==> src/rtl/core/lrukv_pkg.sv <==
`timescale 1ns / 1ps

package lrukv_pkg;

   // field widths
   localparam int KEY_W  = 32;
   localparam int DATA_W = 32;
   localparam int CAP_W  = 5;

   // defaults
   localparam int          MAX_ENTRIES_DEF = 16;
   localparam logic [CAP_W-1:0] CAP_RESET   = 5'd16;

   // operation codes
   localparam logic FUNC_LOOKUP = 1'b0;
   localparam logic FUNC_STORE  = 1'b1;

   // request item
   typedef struct packed {
      logic                     func;
      logic signed [KEY_W-1:0]  key;
      logic signed [DATA_W-1:0] data_in;
   } req_type;

   // result item
   typedef struct packed {
      logic                     hit;
      logic signed [DATA_W-1:0] data_out;
      logic                     evicted;
      logic signed [KEY_W-1:0]  evicted_key;
   } rsp_type;

   // broadcast control from the sequencer to every cell
   typedef struct packed {
      logic              cmp_en;
      logic              upd_en;
      logic              hit_mode;
      logic              evict;
      logic [KEY_W-1:0]  cmp_key;
   } cell_ctl_type;

   // entry handed from a cell to its older neighbor
   typedef struct packed {
      logic              valid;
      logic [KEY_W-1:0]  key;
      logic [DATA_W-1:0] value;
   } cell_link_type;

   // summary gathered from the oldest cell back toward the head
   typedef struct packed {
      logic              tail;
      logic [DATA_W-1:0] hit_value;
      logic [KEY_W-1:0]  last_key;
   } cell_sum_type;

endpackage

==> src/rtl/core/lrukv_cell.sv <==
`timescale 1ns / 1ps

module lrukv_cell (
   input  logic                    clock,
   input  logic                    reset,
   input  lrukv_pkg::cell_ctl_type  ctl,
   input  lrukv_pkg::cell_link_type prev_link,
   input  logic                    next_valid,
   input  lrukv_pkg::cell_sum_type  sum_in,
   output lrukv_pkg::cell_link_type link_out,
   output lrukv_pkg::cell_sum_type  sum_out
);

   logic                            valid_ff;
   logic [lrukv_pkg::KEY_W-1:0]     key_ff;
   logic [lrukv_pkg::DATA_W-1:0]    value_ff;
   logic                            match_ff;
   logic                            match_in;
   logic                            tail;
   logic                            last;
   logic                            shift;

   // key compare, registered for the update cycle
   assign match_in = valid_ff && (key_ff == ctl.cmp_key);

   // this cell or an older one holds the hit
   assign tail = match_ff | sum_in.tail;

   // oldest valid entry of the row
   assign last = valid_ff & ~next_valid;

   // take the younger neighbor's entry
   always_comb begin
      if (ctl.hit_mode) begin
         shift = ctl.upd_en & tail;
      end else if (ctl.evict) begin
         shift = ctl.upd_en & valid_ff;
      end else begin
         shift = ctl.upd_en & prev_link.valid;
      end
   end

   // control state
   always_ff @(posedge clock) begin
      if (reset) begin
         valid_ff <= 1'b0;
         match_ff <= 1'b0;
      end else begin
         if (ctl.cmp_en) begin
            match_ff <= match_in;
         end
         if (shift) begin
            valid_ff <= prev_link.valid;
         end
      end
   end

   // entry payload
   always_ff @(posedge clock) begin
      if (shift) begin
         key_ff   <= prev_link.key;
         value_ff <= prev_link.value;
      end
   end

   assign link_out.valid = valid_ff;
   assign link_out.key   = key_ff;
   assign link_out.value = value_ff;

   // summary toward the head
   assign sum_out.tail      = tail;
   assign sum_out.hit_value = sum_in.hit_value | (match_ff ? value_ff : '0);
   assign sum_out.last_key  = sum_in.last_key | (last ? key_ff : '0);

endmodule

==> src/rtl/core/lrukv_row.sv <==
`timescale 1ns / 1ps

module lrukv_row #(
   parameter int MAX_ENTRIES = lrukv_pkg::MAX_ENTRIES_DEF
) (
   input  logic                    clock,
   input  logic                    reset,
   input  lrukv_pkg::cell_ctl_type  ctl,
   input  lrukv_pkg::cell_link_type head_link,
   output lrukv_pkg::cell_sum_type  head_sum
);

   lrukv_pkg::cell_link_type links [MAX_ENTRIES+1];
   lrukv_pkg::cell_sum_type  sums  [MAX_ENTRIES+1];
   logic                     next_valid [MAX_ENTRIES];

   // new entry enters at the most recent end
   assign links[0] = head_link;

   // nothing older than the last cell
   assign sums[MAX_ENTRIES] = '0;

   // chain of cells, most recent first
   for (genvar i = 0; i < MAX_ENTRIES; i++) begin : g_cell
      if (i == MAX_ENTRIES - 1) begin : g_end
         assign next_valid[i] = 1'b0;
      end else begin : g_mid
         assign next_valid[i] = links[i+2].valid;
      end

      lrukv_cell u_cell (
         .clock      (clock),
         .reset      (reset),
         .ctl        (ctl),
         .prev_link  (links[i]),
         .next_valid (next_valid[i]),
         .sum_in     (sums[i+1]),
         .link_out   (links[i+1]),
         .sum_out    (sums[i])
      );
   end

   assign head_sum = sums[0];

endmodule

==> src/rtl/core/lru_key_value_cache.sv <==
`timescale 1ns / 1ps

// Fully associative key/value cache with least-recently-used replacement, built
// as a row of cells kept in recency order: the head cell holds the most recent
// entry and the last valid cell the least recent. Each item has a compare cycle
// in which every cell matches the key against its entry into a per-cell
// register, then an update cycle in which hit, lookup data and the evicted key
// are gathered along the row and the cells shift toward the tail to put the
// touched or new entry at the head. The per-cell match register splits compare
// from update; a new item is taken in the update cycle of the previous one if
// the output register is free, and it may enter while the last result still
// waits. A store of a new key evicts the oldest entry once the entry count
// reaches the capacity register (0 acts as 1, values above MAX_ENTRIES act as
// MAX_ENTRIES). Lookup misses return data 0 and change nothing.
module lru_key_value_cache #(
   parameter int MAX_ENTRIES = lrukv_pkg::MAX_ENTRIES_DEF
) (
   input  logic                         clock,
   input  logic                         reset,
   input  logic                         req_valid,
   output logic                         req_ready,
   input  lrukv_pkg::req_type           req_data,
   output logic                         rsp_valid,
   input  logic                         rsp_ready,
   output lrukv_pkg::rsp_type           rsp_data,
   input  logic                         csr_valid,
   output logic                         csr_ready,
   input  logic [lrukv_pkg::CAP_W-1:0]  csr_data
);

   localparam int CNT_W = $clog2(MAX_ENTRIES + 1);
   localparam int CMP_W = (CNT_W > lrukv_pkg::CAP_W) ? CNT_W : lrukv_pkg::CAP_W;

   typedef enum logic [2:0] {
      ST_IDLE = 3'b001,
      ST_LOOK = 3'b010,
      ST_UPD  = 3'b100
   } state_type;

   state_type                     state_ff, state_in;
   lrukv_pkg::req_type            req_ff;
   lrukv_pkg::rsp_type            rsp_ff, rsp_in;
   logic                          rsp_valid_ff, rsp_valid_in;
   logic [lrukv_pkg::CAP_W-1:0]   cap_ff;
   logic [CNT_W-1:0]              count_ff, count_in;

   logic                          req_fire;
   logic                          out_free;
   logic                          upd_fire;
   logic                          is_store;
   logic                          hit;
   logic                          evict;
   logic [CMP_W-1:0]              cap_ext;
   logic [CMP_W-1:0]              eff_cap;
   logic [CMP_W-1:0]              count_ext;
   lrukv_pkg::cell_ctl_type       ctl;
   lrukv_pkg::cell_link_type      head_link;
   lrukv_pkg::cell_sum_type       head_sum;

   // handshakes
   assign out_free  = ~rsp_valid_ff | rsp_ready;
   assign req_ready = (state_ff == ST_IDLE) || ((state_ff == ST_UPD) && out_free);
   assign req_fire  = req_valid & req_ready;
   assign upd_fire  = (state_ff == ST_UPD) && out_free;
   assign csr_ready = 1'b1;
   assign rsp_valid = rsp_valid_ff;
   assign rsp_data  = rsp_ff;

   // capacity clamped to 1..MAX_ENTRIES
   assign cap_ext   = CMP_W'(cap_ff);
   assign count_ext = CMP_W'(count_ff);
   always_comb begin
      if (cap_ext == '0) begin
         eff_cap = CMP_W'(1);
      end else if (cap_ext > CMP_W'(MAX_ENTRIES)) begin
         eff_cap = CMP_W'(MAX_ENTRIES);
      end else begin
         eff_cap = cap_ext;
      end
   end

   // decision for the item in its update cycle
   assign is_store = (req_ff.func == lrukv_pkg::FUNC_STORE);
   assign hit      = head_sum.tail;
   assign evict    = ~hit & is_store & (count_ext >= eff_cap);

   // broadcast to the cells
   assign ctl.cmp_en   = (state_ff == ST_LOOK);
   assign ctl.upd_en   = upd_fire & (hit | is_store);
   assign ctl.hit_mode = hit;
   assign ctl.evict    = evict;
   assign ctl.cmp_key  = req_ff.key;

   // entry that goes to the head
   assign head_link.valid = 1'b1;
   assign head_link.key   = req_ff.key;
   assign head_link.value = (hit & ~is_store) ? head_sum.hit_value : req_ff.data_in;

   lrukv_row #(
      .MAX_ENTRIES (MAX_ENTRIES)
   ) u_row (
      .clock     (clock),
      .reset     (reset),
      .ctl       (ctl),
      .head_link (head_link),
      .head_sum  (head_sum)
   );

   // sequencer
   always_comb begin
      state_in = state_ff;
      case (state_ff)
         ST_IDLE: begin
            if (req_fire) begin
               state_in = ST_LOOK;
            end
         end
         ST_LOOK: begin
            state_in = ST_UPD;
         end
         ST_UPD: begin
            if (out_free) begin
               state_in = req_valid ? ST_LOOK : ST_IDLE;
            end
         end
         default: begin
            state_in = ST_IDLE;
         end
      endcase
   end

   // entry count
   always_comb begin
      count_in = count_ff;
      if (upd_fire && !hit && is_store && !evict) begin
         count_in = CNT_W'(count_ff + 1'b1);
      end
   end

   // result item
   always_comb begin
      rsp_in.hit         = hit;
      rsp_in.data_out    = (hit & ~is_store) ? head_sum.hit_value : '0;
      rsp_in.evicted     = evict;
      rsp_in.evicted_key = evict ? head_sum.last_key : '0;
   end

   always_comb begin
      rsp_valid_in = rsp_valid_ff;
      if (upd_fire) begin
         rsp_valid_in = 1'b1;
      end else if (rsp_ready) begin
         rsp_valid_in = 1'b0;
      end
   end

   // control registers
   always_ff @(posedge clock) begin
      if (reset) begin
         state_ff     <= ST_IDLE;
         rsp_valid_ff <= 1'b0;
         count_ff     <= '0;
         cap_ff       <= lrukv_pkg::CAP_RESET;
      end else begin
         state_ff     <= state_in;
         rsp_valid_ff <= rsp_valid_in;
         count_ff     <= count_in;
         if (csr_valid && csr_ready) begin
            cap_ff <= csr_data;
         end
      end
   end

   // payload registers
   always_ff @(posedge clock) begin
      if (req_fire) begin
         req_ff <= req_data;
      end
      if (upd_fire) begin
         rsp_ff <= rsp_in;
      end
   end

   // checks
   a_count_bound: assert property (@(posedge clock) disable iff (reset)
      count_ext <= CMP_W'(MAX_ENTRIES))
      else $error("entry count above row length");

   a_look_then_upd: assert property (@(posedge clock) disable iff (reset)
      (state_ff == ST_LOOK) |=> (state_ff == ST_UPD))
      else $error("compare cycle not followed by update");

   a_hit_no_evict: assert property (@(posedge clock) disable iff (reset)
      upd_fire |=> !(rsp_ff.hit && rsp_ff.evicted))
      else $error("result both hit and evicted");

   a_evict_full: assert property (@(posedge clock) disable iff (reset)
      (upd_fire && evict) |=> ($stable(count_ff) && count_ff != '0))
      else $error("eviction changed count or emptied the row");

endmodule
==> config.mk <==
export PLATFORM = sky130hd
export DESIGN_NAME = lru_key_value_cache
export DESIGN_NICKNAME = d
export VERILOG_FILES = /design/src/rtl/core/lrukv_pkg.sv /design/src/rtl/core/lrukv_cell.sv /design/src/rtl/core/lrukv_row.sv /design/src/rtl/core/lru_key_value_cache.sv
export SDC_FILE = /design/constraint.sdc
export NUM_CORES = 1
export LEC_CHECK = 0
export ABC_CLOCK_PERIOD_IN_PS = 21100
export BUFFER_PORTS_ARGS = -buffer_cell sky130_fd_sc_hd__buf_2
export CORE_MARGIN = 2
export CORE_UTILIZATION = 50
export DETAILED_ROUTE_END_ITERATION = 12
export PLACE_DENSITY = 0.71
export SLEW_MARGIN = 20
export SYNTH_ARGS = -nofsm -noshare
export SYNTH_HDL_FRONTEND = slang
export SYNTH_SLANG_ARGS = --single-unit
==> constraint.sdc <==
create_clock -name clock -period 21.1 [get_ports clock]
set_input_delay 2.11 -clock clock [delete_from_list [all_inputs] [get_ports clock]]
set_output_delay 2.11 -clock clock [all_outputs]
set_load 0.01 [all_outputs]
-- After elaboration in Yosys (flattened, before gate mapping)
Cells that the tools add are included.
- muxes and demuxes: 73
- divide/modulo/power cells: 0
- order comparisons: 2
- $mul: 0
- bitwise logic cells: 117
- reduce and logical (&&, ||, !) cells: 26
- add/subtract/negate cells: 1
- shifts and indexed selects: 0
- equality and inequality tests: 21
- operator list (operator ; count):
    2-to-1 mux 32 bit ; 33
    OR 32 bit ; 30
    equality test 32 bit ; 16
    bitwise AND 1 bit ; 52
    2-to-1 mux 1 bit ; 34
    logical AND 1 bit ; 20
    inverter 1 bit ; 18
    OR 1 bit ; 17
    2-to-1 mux 5 bit ; 2
    case mux 3 bit (3 select lines) ; 1
    2-to-1 mux 3 bit ; 2
    adder 5 x 1 -> 5 bit (second input constant) ; 1
    greater-or-equal comparator 5 bit ; 1
    greater-than comparator 5 bit (second input constant) ; 1
    zero test 5 bit ; 1
    != test 2 bit (second input constant) ; 2
    equality test 3 x 1 -> 1 bit (second input constant) ; 1
    equality test 3 x 2 -> 1 bit (second input constant) ; 1
    equality test 3 bit (second input constant) ; 1
    zero test 1 bit ; 2
    2-to-1 mux 2 bit ; 1
    AND reduction 2 bit ; 1
    nonzero test 2 bit ; 1
    logical OR 1 bit ; 1
- memory bits (read-only): 0
- output and inout port bits: 69
- flip-flop bits (word level): 1201
- logic and storage cells: 315
- bits in latches: 0
- memories kept: 0
- bits in writable memories: 0
- input port bits: 75

-- Logic depth before layout (Yosys ltp)
- word-level depth: 20
- gate-level depth with buffers: 11
- depth with buffers taken out: 10

-- By module
A second synthesis with hierarchy kept.
- cell total of the unflattened synthesis: 3503
- area, all modules: 52315.2 µm²
- modules (own cells, without submodules) (module ; cells each ; area each (µm²) ; seq. area each (µm²) ; times used):
    lrukv_cell ; 198 ; 2924.1 ; 1961.9 ; 16
    lru_key_value_cache ; 334 ; 5526.6 ; 4214.0 ; 1
    lrukv_row ; 1 ; 3.8 ; 0.0 ; 1

-- Worst setup path before layout
No wires, ideal clock.
- path type: in2reg
- start point: in rsp_ready
- end point: reg u_row.g_cell[11].u_cell.key_ff[0] in the netlist's numbering (enable)
- cell stages on the path: 7
- required time: 20.526 ns
- path buffers: 2
- setup time: 0.574 ns
- arrival time: 7.478 ns
- setup slack: 13.047 ns
- cell sequence: nand2b_1 > nand2b_1 > clkbuf_1 > clkinv_1 > nand4_1 > clkbuf_1 > o21ai_0
- cells in the longest elaborated chain, start to end: 6
- elaborated cells on any way between the ends: 8
- classes of those cells: 2 x mux; 5 x bitwise; 1 x reduce/logical
- RTL lines (item ; RTL line ; RTL):
    from (decl) ; lru_key_value_cache.sv:24 ; input logic rsp_ready,
    OR 1 bit * ; lru_key_value_cache.sv:61 ; assign out_free = ~rsp_valid_ff | rsp_ready;
    logical AND 1 bit * ; lru_key_value_cache.sv:64 ; assign upd_fire = (state_ff == ST_UPD) && out_free;
    bitwise AND 1 bit * ; lru_key_value_cache.sv:89 ; assign ctl.upd_en = upd_fire & (hit | is_store);
    bitwise AND 1 bit, on equally long branches ; lrukv_cell.sv:39, lrukv_cell.sv:37 ;
    2-to-1 mux 1 bit ; lrukv_cell.sv:36 ; end else if (ctl.evict) begin
    2-to-1 mux 1 bit * ; lrukv_cell.sv:34 ; if (ctl.hit_mode) begin
    named net u_row.g_cell[11].u_cell.shift ; lrukv_cell.sv:21 ; logic shift;
    to (signal assigned) ; lrukv_cell.sv:61 ; key_ff <= prev_link.key;
    to (decl) ; lrukv_cell.sv:15 ; logic [lrukv_pkg::KEY_W-1:0] key_ff;
Mark *: on every way through the listed nets, which the timed path passes. The rest lies on a longest branch.
A chain may end at the register's enable or synchronous reset.

-- Worst setup path after layout
- start point: in rsp_ready
- end point: reg u_row.g_cell[12].u_cell.value_ff[6] in the netlist's numbering (enable)
- cells in the longest elaborated chain, start to end: 6
- elaborated cells on any way between the ends: 8
- classes of those cells: 2 x mux; 5 x bitwise; 1 x reduce/logical
- RTL lines (item ; RTL line ; RTL):
    OR 1 bit * ; lru_key_value_cache.sv:61 ;
    logical AND 1 bit * ; lru_key_value_cache.sv:64 ;
    bitwise AND 1 bit * ; lru_key_value_cache.sv:89 ;
    bitwise AND 1 bit, on equally long branches ; lrukv_cell.sv:39, lrukv_cell.sv:37 ;
    2-to-1 mux 1 bit ; lrukv_cell.sv:36 ;
    2-to-1 mux 1 bit * ; lrukv_cell.sv:34 ;
    named net u_row.g_cell[12].u_cell.shift ; lrukv_cell.sv:21 ;
    to (signal assigned) ; lrukv_cell.sv:62 ; value_ff <= prev_link.value;
    to (decl) ; lrukv_cell.sv:16 ; logic [lrukv_pkg::DATA_W-1:0] value_ff;
Marks and branches as above.

==> results <==
- The flow ran to the end, and the final reports show no timing, DRC or antenna violations.
- The initial utilization of the core area, before any placement, comes to 0.502.
- The core outline area is 98000 um2.
- The post-layout total power is 4.98 mW.
- TritonCTS built the clock tree.
- The count of final max-slew check failures is 0.
- The footprint of the flip-flops and latches is 35600 um2.
- The signal on the critical path passes through buf_2 -> nand2b_1 -> nand2b_1 -> inv_4 -> buf_4 -> nand4_1 -> buf_4 -> o21ai_4 -> buf_4.
- The launch instance of the worst min-delay path is u_row.g_cell[6].u_cell.value_ff[12].
- Of the cells placed in the final design, the portion with a size suffix greater than 1 is 0.140.
- The first global-routing pass estimated 247000 um of wire.
- The filler-free cell count of the finished design is 4623.
- Among all flip-flop cells after synthesis, the most frequent one is sky130_fd_sc_hd__edfxtp_1.
- In the synthesized netlist, the number of instances is 3122.
- After clock tree synthesis, the flow added hold-fix buffers numbering 0.
- Synthesis instantiated 55 different standard cells from the library.
- For the final routed database, the setup TNS stands at 0 ns.
- The growth of design area from synthesis to finish is 12.9%.
- The worst hold path terminates at u_row.g_cell[7].u_cell.value_ff[12].
- The critical register-to-register path startpoint is state_ff[2].
- Input and output buffers added on the ports amount to 142.
- The count of final hold-check violations is 0.
- The number of antenna violations at the first check in global routing is 10.
- The worst setup path is captured at a register.
- After detailed routing, the average wire length per cell comes to 39.0 um.
- The number of top-level pins is 144.
- Counting along the longest clock path gives a buffer depth of 3.
- The final number of setup-violating endpoints is 0.
- The clock transition at the registers of the reported paths is 0.06 ns.
- After synthesis the netlist holds a flip-flop and latch count of 1201.
- The worst IR drop on VDD is 0.0719 mV.
- By area the synthesized netlist is led by sky130_fd_sc_hd__edfxtp_1 70%, sky130_fd_sc_hd__xor2_1 8.8%, sky130_fd_sc_hd__a22oi_1 3.9%, sky130_fd_sc_hd__a221oi_1 2.3%, sky130_fd_sc_hd__a22o_1 2.3%.
- Using the TritonRoute via totals, the vias-per-cell ratio works out to 7.13.
- The terminus of the critical flop-to-flop path is u_row.g_cell[12].u_cell.value_ff[6].
- The mapped netlist covers 49200 um2.
- The part of the Yosys area used for sequential elements is 0.724.
- Once routing completed, OpenROAD measured the worst setup slack at 15.20 ns.
- The power density normalized to cell area is 89.5 nW/um2.
- Entering global routing, the biggest net connects 65 pins.
- For this run the aggregate overflow at the end of global routing stands at 0.
- In this run, placement finished with an instance count of 4394.
- The share of synthesized area in the top cell type comes to 0.705.
- The post-detailed-route DRC marker count is 0.
- The number of maximum-capacitance constraint violations is 0.
- From left edge to right edge, the die measures 318 um.
- The total wire length is 180000 um.
- The layout net count is 3309.
- The cell with the largest stage delay on the worst path is sky130_fd_sc_hd__o21ai_4.
- The worst pin sits at a relative slew slack of 0.123.
- The layout has 7588 filler cells.
- The final worst clock skew is 0.0346 ns.
- The largest driver fanout on the critical path is 56.
- In this run the static leakage power is 17.9 nW.
- At the end of routability-driven placement, the weighted congestion stood at 1.10.
- The first detailed-routing pass ran for 8 iterations.
- The path class of the tightest hold or removal check is reg2reg.
- The longest individual stage delay on the worst path is 0.99 ns.
- The die is 318 um tall.
- The detailed-placement wirelength estimate is 114000 um.
- The later-pin clock latency in the skew report is 0.75 ns.
- For this run, the number of Yosys warnings is 0.
- The floorplan has 115 rows.
- The total via count in the routed design is 33000.
- The worst reg-to-reg setup slack is 15.80 ns.
- The area of the die is 101000 um2.
- In this run the remaining antenna-violating nets after routing total 0.
- The via count of the first global-routing pass is 31100.
- The critical path arrival is 6.26 ns.
- The worst register-to-register path has a depth of 8.
- The required time at the worst-slack endpoint is 21.46 ns.
- The number of cells on the worst hold path is 0.
- The most frequent cell on the critical path is sky130_fd_sc_hd__buf_4.
- The area of the multi-input gates is 12900 um2.
- The highest attainable clock frequency is 0.169 GHz.
- The number of H-tree levels is 3.
- The CTS sink count is 1201.
- Setup repair after global routing left no endpoint under its margin.
- Each instance of the synthesized netlist takes up on average 15.8 um2.
- The final critical delay including setup and external delays is 5.90 ns.
- The share of flip-flops with an asynchronous set or reset after synthesis is 0.
- The most area-hungry cell type in the Yosys netlist is sky130_fd_sc_hd__edfxtp_1.
- Dividing the final minimum period by the clock period gives 0.280.
- The number of buffers added by the clock tree synthesis step is 119.
- In this run, post-CTS repair resized a total of 0 instances.
- The net count of the mapped netlist is 3203.
- The first-iteration detailed-routing DRC count is 6179.
- The transition time at the pin with the least slew margin is 1.30 ns.
- Counting flops with a built-in enable in the synthesized netlist gives 1155.
- Post-CTS timing repair inserted 0 buffers for setup.
- The critical path is of the in2reg type.
- The kind of launch point of the worst setup path is an input port.
- The CTS root buffer is sky130_fd_sc_hd__clkbuf_16.
- The overall global routing resource usage is 0.349.
- The setup slack at placement is 14.45 ns.
==> routing by layer <==
layer  routed length (um)  vias up  GRT usage  share of wire
met1                63300    16300      0.457           0.35
met3                24200      682     0.0915           0.13
li1                     -    12600          -              -
met2                78500     3299      0.520           0.43
met5                   83        -          0        0.00046
met4                14500       12      0.223          0.080
==> layout by cell type, fill, tap and decap left out, drive strengths merged, types with 17 or more instances in the layout <==
master  instances
nand2          34
clkbuf        146
a21oi          28
mux2i          20
a22o          127
a22oi         258
dfxtp          46
nor2b          18
buf           223
o21ai          37
a221oi        129
nand3          47
nor4          129
a31oi          50
xor2          496
or3            18
bufinv         17
a21o           36
nor2           66
clkinv         53
edfxtp       1155
and3           35
nand4          52
==> worst max-delay path: cells and delay by family <==
| family | cells | cell delay, ns |
|---|---|---|
| buf+inv | 5 | 2.48 |
| simple gates | 3 | 0.54 |
| compound gates | 1 | 0.99 |
==> how the worst max path moves through the flow <==
stage / startpoint / slack (ns) / to
floorplan: rsp_ready / 13.05 / u_row.g_cell[11].u_cell.key_ff[0]
global placement: rsp_ready / 14.40 / u_row.g_cell[0].u_cell.value_ff[27]
detailed placement: rsp_ready / 14.45 / u_row.g_cell[0].u_cell.value_ff[23]
CTS: rsp_ready / 15.18 / u_row.g_cell[0].u_cell.value_ff[30]
global route: rsp_ready / 14.95 / u_row.g_cell[0].u_cell.key_ff[10]
finish: rsp_ready / 15.20 / u_row.g_cell[12].u_cell.value_ff[6]
==> layout make-up <==
| cell class | count | area share |
|---|---|---|
| Sequential cell | 1201 | 0.641 |
| Multi-Input combinational cell | 1675 | 0.233 |
| Clock buffer | 146 | 0.0565 |
| Tap cell | 1287 | 0.0290 |
| Timing Repair Buffer | 223 | 0.0237 |
| Clock inverter | 79 | 0.0162 |
| Inverter | 8 | 0.000585 |
| Antenna cell | 4 | 0.000180 |
==> registers in the layout (all words and copies together) (netlist names) <==
signal,count
u_row.g_cell.u_cell.key_ff,512
u_row.g_cell.u_cell.value_ff,512
rsp_data,66
ctl,32
req_ff,32
u_row.g_cell.u_cell.match_ff,16
u_row.g_cell.u_cell.valid_ff,16
cap_ext,5
count_ext,5
state_ff,3
is_store,1
rsp_valid,1
==> metrics by stage <==
step / utilization / instance area, um2 / hold WS [ns]
finish: 0.567 / 55600 / 0.444
global route: 0.567 / 55600 / 0.454
CTS: 0.567 / 55600 / 0.445
detailed placement: 0.526 / 51500 / 0.434
global placement: 0.526 / 51500 / 0.429
floorplan: - / 49200 / 0.424
==> cell usage after synthesis (7+ instances only) <==
master                        n
sky130_fd_sc_hd__o211ai_1     7
sky130_fd_sc_hd__nand2_1     33
sky130_fd_sc_hd__o21ai_0     36
sky130_fd_sc_hd__a21o_1      36
sky130_fd_sc_hd__dfxtp_1     46
sky130_fd_sc_hd__nor2_1      66
sky130_fd_sc_hd__mux2i_1     20
sky130_fd_sc_hd__buf_2        8
sky130_fd_sc_hd__buf_1       20
sky130_fd_sc_hd__edfxtp_1  1155
sky130_fd_sc_hd__or3_1       18
sky130_fd_sc_hd__xor2_1     496
sky130_fd_sc_hd__and3_1      35
sky130_fd_sc_hd__nor4_1     128
sky130_fd_sc_hd__nor3_1       8
sky130_fd_sc_hd__nand3_1     47
sky130_fd_sc_hd__a22o_1     127
sky130_fd_sc_hd__a31oi_1     50
sky130_fd_sc_hd__a221oi_1   129
sky130_fd_sc_hd__nor2b_1     18
sky130_fd_sc_hd__clkbuf_1   204
sky130_fd_sc_hd__and4_1      10
sky130_fd_sc_hd__xnor2_1     16
sky130_fd_sc_hd__a21oi_1     28
sky130_fd_sc_hd__a22oi_1    258
sky130_fd_sc_hd__nand4_1     52
==> cells by family (layout without fill, tap and decap cells) <==
logic type / count (synthesis) / after routing / share of synthesized area
xor+xnor: 512 / 512 / 0.0911
buf+inv: 246 / 456 / 0.0198
fa+ha+maj: 6 / 6 / 0.00153
other cells: 1 / 5 / 0.0000762
flops: 1201 / 1201 / 0.724
simple gates: 433 / 433 / 0.0499
mux: 21 / 21 / 0.00430
compound gates: 702 / 702 / 0.110
==> power breakdown <==
group,leakage (nW),total [mW],switching (mW),internal [mW]
Clock,1.97,2.22,0.948,1.27
Combinational,5.08,0.151,0.111,0.0399
Sequential,10.9,2.61,0.0187,2.59
Total,17.9,4.98,1.08,3.90
Power figures use the tool's default switching activity.
